**src/rtl/core/gtpu_decap_header_parser_macros.svh**
```systemverilog
// Assertion helpers for the header parser
`ifndef GTPU_DECAP_HEADER_PARSER_MACROS_SVH
`define GTPU_DECAP_HEADER_PARSER_MACROS_SVH
// implication checked every edge outside reset
`define GTPD_ASSERT_IMP(label, clk, rst_n, ante, cons) \
	label: assert property (@(posedge clk) disable iff (!rst_n) (ante) |-> (cons)) \
		else $error("gtpd check failed");
// next-cycle implication
`define GTPD_ASSERT_NXT(label, clk, rst_n, ante, cons) \
	label: assert property (@(posedge clk) disable iff (!rst_n) (ante) |=> (cons)) \
		else $error("gtpd check failed");
`endif

```
**src/rtl/core/gtpd_pkg.sv**
```systemverilog
package gtpd_pkg;
	localparam int OffsetWidth = 16;

	typedef enum logic [2:0] {
		ST_OK       = 3'd0,
		ST_SHORT    = 3'd1,
		ST_UDP_LEN  = 3'd2,
		ST_TYPE     = 3'd3,
		ST_GTP_LEN  = 3'd4,
		ST_OPTIONS  = 3'd5,
		ST_EXT      = 3'd6
	} status_t;

	localparam logic [7:0] MsgGpdu      = 8'd255;
	localparam logic [7:0] MsgEndMarker = 8'd254;
	localparam logic [7:0] ExtRan       = 8'h84;
	localparam logic [7:0] ExtSession   = 8'h85;
	localparam logic [7:0] FlagsV1Pt    = 8'h30;
	localparam logic [7:0] FlagsVerMask = 8'hf8;

	// descriptor: fields from highest bit down (status sits in the lowest bits)
	typedef struct packed {
		logic        pdcp_sn_valid;
		logic [23:0] pdcp_sn;
		logic [7:0]  session_qos;
		logic [15:0] payload_bytes;
		logic [15:0] payload_start;
		logic [7:0]  message_kind;
		logic [15:0] source_port;
		logic [31:0] src_ip;
		logic [15:0] dest_port;
		logic [31:0] dst_ip;
		logic [31:0] tunnel_id;
		logic [2:0]  status;
	} desc_t;
endpackage

```
**src/rtl/core/gtpu_decap_header_parser.sv**
```systemverilog
// GTP-U decapsulation header parser.
// s_axis: one packet byte per beat, tdata[7:0] = pkt_byte, tlast = last_byte.
// The packet starts at the first byte of the IPv4 header.
// m_axis: one descriptor beat per packet, issued for the tlast input beat.
// Latency: the descriptor is presented the cycle after the tlast beat is
// accepted. Throughput: one input beat per cycle unless stalled; each byte
// updates the header state registers through one level of compare/shift logic.
// s_axis_tready stays high while the output register is empty or being
// drained in the same cycle; it drops only if a descriptor is held by a
// stalled receiver and another tlast beat would need that slot, so
// non-last bytes keep flowing even under back pressure.
// Reset (arst_n low) clears all parsing state and empties the output
// register; a reset in mid-packet drops that packet.
// After every descriptor the parsing state is cleared for the next packet.
// Bytes at offset 65535 and beyond are counted no further and not parsed.
// Status codes: 0 ok, 1 short, 2 UDP length, 3 message type, 4 GTP length,
// 5 options missing, 6 bad extension chain.
module gtpu_decap_header_parser (
	input  logic         clk,
	input  logic         arst_n,
	input  logic         s_axis_tvalid,
	output logic         s_axis_tready,
	input  logic [7:0]   s_axis_tdata,   // [7:0] pkt_byte
	input  logic         s_axis_tlast,   // last_byte
	output logic         m_axis_tvalid,
	input  logic         m_axis_tready,
	output logic [207:0] m_axis_tdata    // status, tunnel_id, dst_ip, dest_port, src_ip,
	                                     // source_port, message_kind, payload_start,
	                                     // payload_bytes, session_qos, pdcp_sn,
	                                     // pdcp_sn_valid, zero pad
);
	import gtpd_pkg::*;
	`include "gtpu_decap_header_parser_macros.svh"

	logic [15:0] byte_index_q, ip_hlen_q, udp_length_q, gtp_length_q, rem_len_q;
	logic [7:0]  gtp_flags_q, msg_type_q, next_ext_q;
	logic [31:0] teid_q, src_ip_q, dst_ip_q, ext_meta_q;
	logic [15:0] source_port_q, dest_port_q;
	logic [9:0]  ext_pos_q, ext_size_q;
	logic [2:0]  err_q;
	logic [7:0]  qos_q;
	logic [23:0] sn_q;
	logic        sn_valid_q;
	logic        out_valid_q;
	desc_t       out_desc_q;

	logic        beat;
	assign s_axis_tready = !out_valid_q || m_axis_tready || !s_axis_tlast;
	assign beat = s_axis_tvalid && s_axis_tready;

	// next-state values of the parse registers
	logic [15:0] n_ip_hlen, n_udp_length, n_gtp_length, n_rem_len;
	logic [7:0]  n_gtp_flags, n_msg_type, n_next_ext, n_qos;
	logic [31:0] n_teid, n_src_ip, n_dst_ip, n_ext_meta;
	logic [15:0] n_source_port, n_dest_port;
	logic [9:0]  n_ext_pos, n_ext_size;
	logic [2:0]  n_err;
	logic [23:0] n_sn;
	logic        n_sn_valid;
	logic [15:0] n_index;

	logic [7:0]  b;
	logic [15:0] idx, u, gi, gbase;
	logic [9:0]  csize;
	logic [7:0]  meta_hi;
	logic        ran_ok, opts;

	always_comb begin
		b     = s_axis_tdata;
		idx   = byte_index_q;
		n_ip_hlen = ip_hlen_q; n_udp_length = udp_length_q;
		n_gtp_length = gtp_length_q; n_rem_len = rem_len_q;
		n_gtp_flags = gtp_flags_q; n_msg_type = msg_type_q; n_next_ext = next_ext_q;
		n_teid = teid_q; n_src_ip = src_ip_q; n_dst_ip = dst_ip_q;
		n_ext_meta = ext_meta_q; n_source_port = source_port_q; n_dest_port = dest_port_q;
		n_ext_pos = ext_pos_q; n_ext_size = ext_size_q; n_err = err_q;
		n_qos = qos_q; n_sn = sn_q; n_sn_valid = sn_valid_q;
		n_index = byte_index_q;
		// IHL from the first byte is already in force for that same byte
		if (idx == 16'd0)
			n_ip_hlen = {10'd0, b[3:0], 2'b00};
		gbase = n_ip_hlen + 16'd8;
		u = idx - n_ip_hlen;
		gi = idx - gbase;
		csize = {b, 2'b00};
		meta_hi = 8'd0;
		ran_ok = 1'b0;
		opts = (gtp_flags_q[2:0] != 3'd0);
		if (byte_index_q != 16'hffff) begin
			n_index = byte_index_q + 16'd1;
			if (idx >= 16'd12 && idx <= 16'd15)
				n_src_ip = {src_ip_q[23:0], b};
			if (idx >= 16'd16 && idx <= 16'd19)
				n_dst_ip = {dst_ip_q[23:0], b};
			// UDP header relative to IHL
			if (idx >= n_ip_hlen) begin
				if (u <= 16'd1)
					n_source_port = {source_port_q[7:0], b};
				else if (u <= 16'd3)
					n_dest_port = {dest_port_q[7:0], b};
				else if (u <= 16'd5)
					n_udp_length = {udp_length_q[7:0], b};
			end
			// GTP-U header and extensions
			if (idx >= gbase) begin
				if (gi == 16'd0)
					n_gtp_flags = b;
				else if (gi == 16'd1)
					n_msg_type = b;
				else if (gi <= 16'd3) begin
					n_gtp_length = {gtp_length_q[7:0], b};
					n_rem_len = {gtp_length_q[7:0], b};
				end else if (gi <= 16'd7) begin
					n_teid = {teid_q[23:0], b};
					if (gi == 16'd7) begin
						if (udp_length_q < 16'd16)
							n_err = ST_UDP_LEN;
						else if ((gtp_flags_q & FlagsVerMask) != FlagsV1Pt ||
							(msg_type_q != MsgGpdu && msg_type_q != MsgEndMarker))
							n_err = ST_TYPE;
						else if (gtp_length_q > udp_length_q - 16'd16)
							n_err = ST_GTP_LEN;
						else if (opts && rem_len_q < 16'd4)
							n_err = ST_OPTIONS;
						else if (opts)
							n_rem_len = rem_len_q - 16'd4;
					end
				end else if (gi == 16'd11)
					n_next_ext = b;
				else if (gi >= 16'd12 && err_q == ST_OK && gtp_flags_q[2] &&
					next_ext_q != 8'd0) begin
					// extension chain byte
					if (ext_pos_q == 10'd0 &&
						(csize == 10'd0 || {6'd0, csize} > rem_len_q)) begin
						n_err = ST_EXT;
					end else begin
						if (ext_pos_q == 10'd0) begin
							n_ext_size = csize;
							n_ext_meta = 32'd0;
						end
						if (ext_pos_q == 10'd1)
							n_ext_meta = {b, n_ext_meta[23:0]};
						else if (ext_pos_q == 10'd2) begin
							ran_ok = (ext_meta_q[31:28] == 4'd0) && b[3];
							n_ext_meta = {ran_ok, b[6:0], ext_meta_q[23:0]};
						end else if (ext_pos_q >= 10'd6 && ext_pos_q <= 10'd8)
							n_ext_meta = {ext_meta_q[31:24], ext_meta_q[15:0], b};
						meta_hi = n_ext_meta[31:24];
						if (ext_pos_q + 10'd1 == n_ext_size) begin
							if (next_ext_q == ExtSession)
								n_qos = {1'b1, meta_hi[6:0]};
							else if (next_ext_q == ExtRan && n_ext_size >= 10'd12 &&
								meta_hi[7]) begin
								n_sn = n_ext_meta[23:0];
								n_sn_valid = 1'b1;
							end
							n_rem_len = rem_len_q - {6'd0, n_ext_size};
							n_next_ext = b;
							n_ext_pos = 10'd0;
						end else
							n_ext_pos = ext_pos_q + 10'd1;
					end
				end
			end
		end
	end

	// descriptor built from the updated state on the last beat
	desc_t       d;
	logic [2:0]  st;
	logic [15:0] ng;
	always_comb begin
		ng = n_ip_hlen + 16'd8;
		if (n_index < 16'd36 || n_index < n_ip_hlen + 16'd16)
			st = ST_SHORT;
		else if (n_err != ST_OK)
			st = n_err;
		else if (n_gtp_flags[2] && (n_index < ng + 16'd12 || n_next_ext != 8'd0))
			st = ST_EXT;
		else
			st = ST_OK;
		d = '0;
		d.status       = st;
		d.tunnel_id    = n_teid;
		d.dst_ip       = n_dst_ip;
		d.dest_port    = n_dest_port;
		d.src_ip       = n_src_ip;
		d.source_port  = n_source_port;
		d.message_kind = n_msg_type;
		if (st == ST_OK) begin
			d.payload_start = ng + 16'd8 + (n_gtp_length - n_rem_len);
			d.payload_bytes = n_rem_len;
			d.session_qos   = n_qos;
			d.pdcp_sn       = n_sn;
			d.pdcp_sn_valid = n_sn_valid;
		end
	end

	// parse state registers
	always_ff @(posedge clk or negedge arst_n) begin
		if (!arst_n) begin
			byte_index_q <= '0; ip_hlen_q <= '0; udp_length_q <= '0;
			gtp_length_q <= '0; rem_len_q <= '0; gtp_flags_q <= '0;
			msg_type_q <= '0; next_ext_q <= '0; teid_q <= '0; src_ip_q <= '0;
			dst_ip_q <= '0; ext_meta_q <= '0; source_port_q <= '0; dest_port_q <= '0;
			ext_pos_q <= '0; ext_size_q <= '0; err_q <= '0; qos_q <= '0;
			sn_q <= '0; sn_valid_q <= 1'b0;
		end else if (beat) begin
			if (s_axis_tlast) begin
				byte_index_q <= '0; ip_hlen_q <= '0; udp_length_q <= '0;
				gtp_length_q <= '0; rem_len_q <= '0; gtp_flags_q <= '0;
				msg_type_q <= '0; next_ext_q <= '0; teid_q <= '0; src_ip_q <= '0;
				dst_ip_q <= '0; ext_meta_q <= '0; source_port_q <= '0; dest_port_q <= '0;
				ext_pos_q <= '0; ext_size_q <= '0; err_q <= '0; qos_q <= '0;
				sn_q <= '0; sn_valid_q <= 1'b0;
			end else begin
				byte_index_q <= n_index; ip_hlen_q <= n_ip_hlen;
				udp_length_q <= n_udp_length; gtp_length_q <= n_gtp_length;
				rem_len_q <= n_rem_len; gtp_flags_q <= n_gtp_flags;
				msg_type_q <= n_msg_type; next_ext_q <= n_next_ext; teid_q <= n_teid;
				src_ip_q <= n_src_ip; dst_ip_q <= n_dst_ip; ext_meta_q <= n_ext_meta;
				source_port_q <= n_source_port; dest_port_q <= n_dest_port;
				ext_pos_q <= n_ext_pos; ext_size_q <= n_ext_size; err_q <= n_err;
				qos_q <= n_qos; sn_q <= n_sn; sn_valid_q <= n_sn_valid;
			end
		end
	end

	// output register
	always_ff @(posedge clk or negedge arst_n) begin
		if (!arst_n) begin
			out_valid_q <= 1'b0;
		end else if (beat && s_axis_tlast) begin
			out_valid_q <= 1'b1;
		end else if (m_axis_tready) begin
			out_valid_q <= 1'b0;
		end
	end

	always_ff @(posedge clk) begin
		if (beat && s_axis_tlast)
			out_desc_q <= d;
	end

	// struct layout already has status in the lowest bits
	assign m_axis_tvalid = out_valid_q;
	assign m_axis_tdata  = {4'd0, out_desc_q};

	`GTPD_ASSERT_NXT(a_last_gives_valid, clk, arst_n, beat && s_axis_tlast, m_axis_tvalid)
	`GTPD_ASSERT_NXT(a_last_clears_index, clk, arst_n, beat && s_axis_tlast,
		byte_index_q == 16'd0)
	`GTPD_ASSERT_IMP(a_ok_has_no_err, clk, arst_n, beat && s_axis_tlast && d.status == ST_OK,
		n_err == ST_OK)
	`GTPD_ASSERT_IMP(a_no_overwrite, clk, arst_n, out_valid_q && !m_axis_tready && s_axis_tlast,
		!s_axis_tready)
endmodule

```
**config.mk**
```make
export PLATFORM = sky130hd
export DESIGN_NAME = gtpu_decap_header_parser
export DESIGN_NICKNAME = d
export VERILOG_FILES = /design/src/rtl/core/gtpd_pkg.sv /design/src/rtl/core/gtpu_decap_header_parser.sv
export VERILOG_INCLUDE_DIRS = /design/src /design/src/rtl/core
export SDC_FILE = /design/constraint.sdc
export NUM_CORES = 1
export LEC_CHECK = 0
export BUFFER_PORTS_ARGS = -buffer_cell sky130_fd_sc_hd__buf_2
export CAP_MARGIN = 40
export CORE_ASPECT_RATIO = 1.5
export CORE_UTILIZATION = 55
export CTS_CLUSTER_SIZE = 28
export DETAILED_ROUTE_END_ITERATION = 8
export GPL_TIMING_DRIVEN = 0
export PLACE_DENSITY_LB_ADDON = 0.05
export SETUP_SLACK_MARGIN = 0.02
export SLEW_MARGIN = 10
export SYNTH_ARGS = -nofsm -noshare
export SYNTH_HDL_FRONTEND = slang
export SYNTH_SLANG_ARGS = --single-unit
```
**constraint.sdc**
```tcl
create_clock -name clk -period 19.1 [get_ports clk]
set_clock_uncertainty 0.2 [all_clocks]
set_input_delay 5.73 -clock clk [delete_from_list [all_inputs] [get_ports clk]]
set_output_delay 5.73 -clock clk [all_outputs]
set_load 0.1 [all_outputs]
```
==> impl_results.md, run 1 <==
* Outcome: completed
* P&R area growth vs syn at 14.27%
* Die Area at 54,880 µm²
* Slew Limit Fails at 0
* Number of global-route vias before repair at 24,590
* Final worst path period share at 83.40%
* Core area at 52,970 µm²
* FFs w/ async S/R, synth at 61.14%
* Syn Inst Count at 2,780
* Dpl cells at 3,722
* Startpoint Class: primary input
* DRT iter0 DRCs at 1,900
* Largest net degree at the start of global routing at 118
* Reg2reg start: byte_index_q[0]$_DFFE_PN0P_
* Mapped cell area at 29,660 µm²
* Xor and xnor area share after synthesis at 3.172%
* CTS tree: built
* R2R Setup Slk at 7.08 ns
* Fmax at 62.78 MHz
* First-pass GRT wire length at 148.5 mm
* R2R Path End: m_axis_tdata[154]$_SDFFCE_PP0P_
* Min Hold Slack at 0.2856 ns
* Worst slew pin tran at 0.9576 ns
* Worst setup EP type: register
* Netlist cell types at 100
* Number of port buffers at 217
* CTS root buf: clkbuf_16
* Residual DRC at 0
* Io pins at 223
* Placer congestion estimate at 0.9823
* Area contributors post-synth: dfrtp_1 27%, edfxtp_1 21%, ha_1 5.6%, a22o_1 5.4%, mux2_2 5.4%
* Number of CTS-inserted buffers at 49
* Worst-path fanout max at 10
* Via count at 24,350
* Post-Route WL at 97.51 mm
* WL/cell at 25.55 µm
* Most common cell in the netlist: dfrtp_1
* Critical Path Most Common Cell: a21oi_1
* Post-CTS Setup Inserts at 0
* Pwr Density at 88.76 nW/µm²
* Largest stage delay, worst path at 0.67 ns
* Largest family of logic cells by synthesized area: compound AO/OA/AOI/OAI gates
* CTS Buffer Depth at 3
* Final #Nets at 3,251
* H-Tree Level Count at 2
* Cell area after placement at 32,110 µm²
* Commonest cells post-synth: 321 x dfrtp_1, 235 x nand2_1, 204 x edfxtp_1
* Post-synthesis sequential area ratio at 47.74%
* Final Hold Viols at 0
* Row cnt at 103
* Crit path DAT at 16.07 ns
* Maximum VDD drop at 0.0001262 V
* CTS Sinks at 525
* Slew HR at 35.57%
* Worst Hold Path Cells at 2
* Antenna-violating nets left at 0
* Die Span X at 191.6 µm
* Required time of the critical path at 19.24 ns
* Clock edge transition at the registers on the reported setup and hold paths at 0.07 ns
* Placement Setup Slack at 2.708 ns
* Area fraction in compound gates after synthesis at 17.61%
* Yosys top cell by area: dfrtp_1
* Post-synth EDFFs at 204
* Hold crit path type: reg2reg
* Number of inserted diodes at 0
* Multiplexer area fraction after synthesis at 7.560%
* Non-filler cells in the finished layout at 3,817
* Post-synth top area share at 27.08%
* Post-Syn Area per Cell at 10.67 µm²
* WHS Endpoint: sn_q[21]$_DFFE_PN0P_
* Clock Latency Late Sink at 0.62 ns
* RSZ-0062 raised after global routing: false
* Hold buffers post-CTS at 0
* P_leak at 14.87 nW
* Post-synthesis register bit count at 525
* Antenna violations before repair at 1
* Total track usage at 35.94%
* Reg2Reg Depth at 41
* Layout cell share with drive strength beyond 1 at 17.93%
* Post-layout util at 63.99%
* Hold path startpoint: sn_q[21]$_DFFE_PN0P_
* Starting density of the core at 55.99%
* Synth Area in Simple Gates at 13.41%
* Synth Area in Adders at 6.518%
* Final Cell Area at 33,890 µm²
* Total power at 3.008 mW
* Post-DP HPWL at 73.23 mm
* Final setup violation count at 0
* Total of warnings raised by yosys at 0
* Max-cap violation count at 0
* Setup TNS at 0 ns
* Grt ovf at 0
* # resized after CTS at 0
* Slowest-stage cell, CP: nor3_1
* Main synth FF type: dfrtp_1
* Setup ws final at 3.170 ns
* Die Y at 286.4 µm
* Drt first pass iters at 5
* Crit path time final at 15.93 ns
* DR vias/cell at 6.379
* CP Class: in2reg
* Filler cells at 4,274
[registers in the layout, summed over array words and instances (netlist names), 24 cells and up]
register / flops
ext_meta_q: 32
sn_q: 24
m_axis_tdata: 204
teid_q: 32
dst_ip_q: 32
src_ip_q: 32
[area by class of cell]
| cell class | instances | area, µm² | share of cell area, % |
|---|---|---|---|
| plain buffers | 174 | 733.2 | 2.163 |
| clock buffers | 67 | 1385 | 4.087 |
| clock inverters | 25 | 346.6 | 1.023 |
| inverters | 119 | 454.2 | 1.340 |
| multi-input cells | 1965 | 14340 | 42.30 |
| flip-flops and latches | 525 | 14160 | 41.78 |
| well taps | 682 | 853.3 | 2.518 |
| repair buffers | 260 | 1623 | 4.788 |
[power breakdown]
| group | total (mW) | internal [mW] | switching (mW) |
|---|---|---|---|
| sequential | 1.21 | 1.19 | 0.0146 |
| clock | 1.07 | 0.619 | 0.449 |
| combinational | 0.733 | 0.217 | 0.516 |
[cell families after synthesis]
group,count (synthesis)
AND/OR/NAND/NOR,785
AO/OA/AOI/OAI,718
flip-flops,525
adder cells (fa/ha/maj),148
XOR/XNOR,105
buffers and inverters,293
multiplexers,205
other,1
[worst max-delay path, delay by kind of cell]
kind | cells | cell delay [ns]
buf+inv | 8 | 2.33
xor+xnor | 4 | 0.71
fa+ha+maj | 5 | 2.17
mux | 1 | 0.35
compound gates | 15 | 3.50
simple gates | 5 | 1.23
[how the worst max path moves through the flow]
| stage | startpoint | end | slack (ns) | depth (start not counted) |
|---|---|---|---|---|
| after floorplan | s_axis_tdata[1] | m_axis_tdata[154]$_SDFFCE_PP0P_ | 5.30 | 37 |
| after global placement | s_axis_tdata[2] | m_axis_tdata[154]$_SDFFCE_PP0P_ | 1.52 | 39 |
| final | s_axis_tdata[2] | m_axis_tdata[154]$_SDFFCE_PP0P_ | 3.17 | 38 |
| after detailed placement | s_axis_tdata[2] | m_axis_tdata[154]$_SDFFCE_PP0P_ | 2.71 | 38 |
| after CTS | s_axis_tdata[2] | m_axis_tdata[154]$_SDFFCE_PP0P_ | 3.28 | 38 |
| after global routing | s_axis_tdata[2] | m_axis_tdata[154]$_SDFFCE_PP0P_ | 2.56 | 38 |
[per-layer routing]
metal  global-route usage (%)  share of wire [%]  up-vias
met3                    5.626                6.5      306
met2                    59.57                 48     1036
met1                    43.29                 38    12040
met5                        0                  0        -
li1                         -                  -    10970
met4                    23.37                7.1        0
[placed cells by master (no fill, tap or decap), types with 20 or more instances in the layout]
cell type  count
a22oi_1       28
a221o_1       24
nor2_1       180
ha_1         132
and3_1        34
nand4_1       40
a22o_1       184
nor2b_1       30
xor2_1        29
dfrtp_1      321
edfxtp_1     204
buf_2        240
or3_1         21
nand2_1      235
inv_1        117
buf_6         23
nand3_1       49
o211ai_1      20
nor4_1        21
clkbuf_16     50
o21ai_0      128
mux2_2       142
clkbuf_1     143
a21oi_1       98
a21o_1        41
mux2i_1       58
nor3_1        62
nor3b_1       23
xnor2_1       74
Power figures use the tool's default switching activity.
==> inputs of run 2 (changes only) <==
==> constraint.sdc (replaced) <==
create_clock -name clk -period 13.4 [get_ports clk]
set_clock_uncertainty 0.2 [all_clocks]
set_input_delay 4.02 -clock clk [delete_from_list [all_inputs] [get_ports clk]]
set_output_delay 4.02 -clock clk [all_outputs]
set_load 0.1 [all_outputs]
==> run 2 against run 1 <==
  * Combinational power rose by 45%
  * Worst setup slack got worse by 2.7 ns
  * Register-to-register slack got worse by 5.3 ns
  * Final area rose by 0.21%
  * Non-clock buffer count fell by 2
  * Die area did not move
  * Highest routed layer is now met5
  * Sequential share of layout area fell by 0.089 points
  * Largest power group unchanged
==> impl_results.md, run 2 (synthesis gave the netlist of run 1 again) <==
* Via count at 24,360 (was 24,350)
* Residual DRC at 0 (unchanged)
* Startpoint Class: primary input (unchanged)
* Number of inserted diodes at 0 (unchanged)
* Starting density of the core at 55.99% (unchanged)
* Hold buffers post-CTS at 0 (unchanged)
* Number of CTS-inserted buffers at 49 (unchanged)
* Fmax at 77.34 MHz
* Maximum VDD drop at 0.0001807 V (was 0.0001262 V)
* Slowest-stage cell, CP: nor2_1 (was nor3_1)
* Clock edge transition at the registers on the reported setup and hold paths at 0.07 ns (about the same)
* CTS Buffer Depth at 3 (unchanged)
* Die Area at 54,880 µm² (unchanged)
* Hold crit path type: reg2reg (unchanged)
* Io pins at 223 (unchanged)
* CTS tree: built (unchanged)
* Drt first pass iters at 6 (was 5)
* Largest stage delay, worst path at 0.77 ns (was 0.67 ns)
* Min Hold Slack at 0.2843 ns (was 0.2856 ns)
* CTS Sinks at 525 (unchanged)
* Grt ovf at 0 (unchanged)
* Die Y at 286.4 µm (unchanged)
* Die Span X at 191.6 µm (unchanged)
* RSZ-0062 raised after global routing: false (unchanged)
* Final setup violation count at 0 (unchanged)
* Number of port buffers at 217 (unchanged)
* Slew HR at 36.77% (was 35.57%)
* Commonest non-fill, non-tap cell in the layout: dfrtp_1 (unchanged)
* Row cnt at 103 (unchanged)
* Worst setup EP type: register (unchanged)
* Max-cap violation count at 0 (unchanged)
* Crit path DAT at 13.07 ns (was 16.07 ns)
* Final worst path period share at 96.49%
* Total track usage at 35.93% (was 35.94%)
* Number of global-route vias before repair at 24,560 (was 24,590)
* DR vias/cell at 6.386 (was 6.379)
* Max FFs per register at 204 (unchanged)
* Antenna-violating nets left at 0 (unchanged)
* Core area at 52,970 µm² (unchanged)
* Required time of the critical path at 13.54 ns (was 19.24 ns)
* P&R area growth vs syn at 14.52% (was 14.27%)
* CTS root buf: clkbuf_16 (unchanged)
* Clock Latency Late Sink at 0.62 ns (about the same)
* Final Hold Viols at 0 (unchanged)
* Layout cell share with drive strength beyond 1 at 18.32% (was 17.93%)
* Post-DP HPWL at 73.23 mm (unchanged)
* Worst-path fanout max at 10 (unchanged)
* Post-Route WL at 97.48 mm (was 97.51 mm)
* Final #Nets at 3,249 (was 3,251)
* First-pass GRT wire length at 148.5 mm (about the same)
* Outcome: completed (unchanged)
* P_leak at 14.89 nW (was 14.87 nW)
* Largest net degree at the start of global routing at 118 (unchanged)
* WL/cell at 25.55 µm (about the same)
* Pwr Density at 126.6 nW/µm² (was 88.76 nW/µm²)
* Placer congestion estimate at 0.9823 (unchanged)
* Commonest cells after routing, fill and taps aside: 321 x dfrtp_1, 239 x buf_2, 235 x nand2_1, 204 x edfxtp_1, 184 x a22o_1 (was 321 x dfrtp_1, 240 x buf_2, 235 x nand2_1, 204 x edfxtp_1, 184 x a22o_1)
* Slew Limit Fails at 0 (unchanged)
* Worst slew pin tran at 0.9398 ns (was 0.9576 ns)
* Placement Setup Slack at -1.282 ns (was 2.708 ns)
* DRT iter0 DRCs at 1,877 (was 1,900)
* Setup ws final at 0.4708 ns (was 3.170 ns)
* CP Class: in2reg (unchanged)
* Crit path time final at 12.93 ns
* Antenna violations before repair at 1 (unchanged)
* H-Tree Level Count at 2 (unchanged)
==> run 2: worst paths after layout <==
path	from	to	cells after the start	slack, ns
max in group asynchronous	arst_n	byte_index_q[5]$_DFFE_PN0P_	3	8.42
min reg2reg	sn_q[1]$_DFFE_PN0P_	sn_q[1]$_DFFE_PN0P_	2	0.28
max	s_axis_tdata[3]	m_axis_tdata[154]$_SDFFCE_PP0P_	36	0.47
max reg2reg	byte_index_q[0]$_DFFE_PN0P_	m_axis_tdata[154]$_SDFFCE_PP0P_	37	1.83
min in group asynchronous	arst_n	sn_q[6]$_DFFE_PN0P_	1	3.17
min	sn_q[1]$_DFFE_PN0P_	sn_q[1]$_DFFE_PN0P_	2	0.28
==> run 2: worst max-delay path, delay by kind of cell <==
| kind | cells | cell delay [ns] |
|---|---|---|
| adders and majority gates | 5 | 1.99 |
| muxes | 2 | 0.86 |
| AOI/OAI and AO/OA | 13 | 2.89 |
| buffers and inverters | 6 | 0.98 |
| xor gates and xnor gates | 4 | 0.84 |
| and+or+nand+nor | 6 | 1.45 |
==> run 2: layout make-up <==
cell class,instances,area (µm²)
timing repair buffer,261,1633
buffer,171,724.4
tap,682,853.3
multi-input combinational,1965,14410
clock inverter,25,346.6
clock buffer,67,1385
inverter,119,454.2
sequential,525,14160
fill,4264,19000
==> run 2: what timing repair did <==
action                     in CTS  in global routing
resized for setup               4                 13
pin swaps                       0                  1
buffers inserted                0                  1
setup endpoints to repair       4                  3
cloned                          0                  0
==> run 2: power by group <==
part	switching, mW	total, mW	internal [mW]
clock network	0.641	1.52	0.882
logic	0.740	1.06	0.316
registers	0.0215	1.72	1.70
==> run 2: routing by layer <==
metal / wire (µm) / GRT usage (%) / vias up
met5: 13 / 0 / -
met4: 6911 / 22.98 / 2
met3: 6370 / 5.613 / 335
met2: 47070 / 59.69 / 1055
met1: 37110 / 43.32 / 12000
li1: - / - / 10970
==> run 2: per-stage QoR <==
| step | util [%] | std cells | setup TNS, ns | total power [mW] | area, µm² |
|---|---|---|---|---|---|
| after global placement | 59.68 | 3682 | -18.50 | 2.755 | 31610 |
| after global routing | 64.12 | 3815 | 0 | 4.450 | 33960 |
| final | 64.12 | 3815 | 0 | 4.299 | 33960 |
| after detailed placement | 60.63 | 3722 | -5.100 | 2.779 | 32110 |
| after CTS | 63.93 | 3813 | 0 | 4.300 | 33860 |
| after floorplan | - | 2783 | 0 | 2.487 | 29670 |
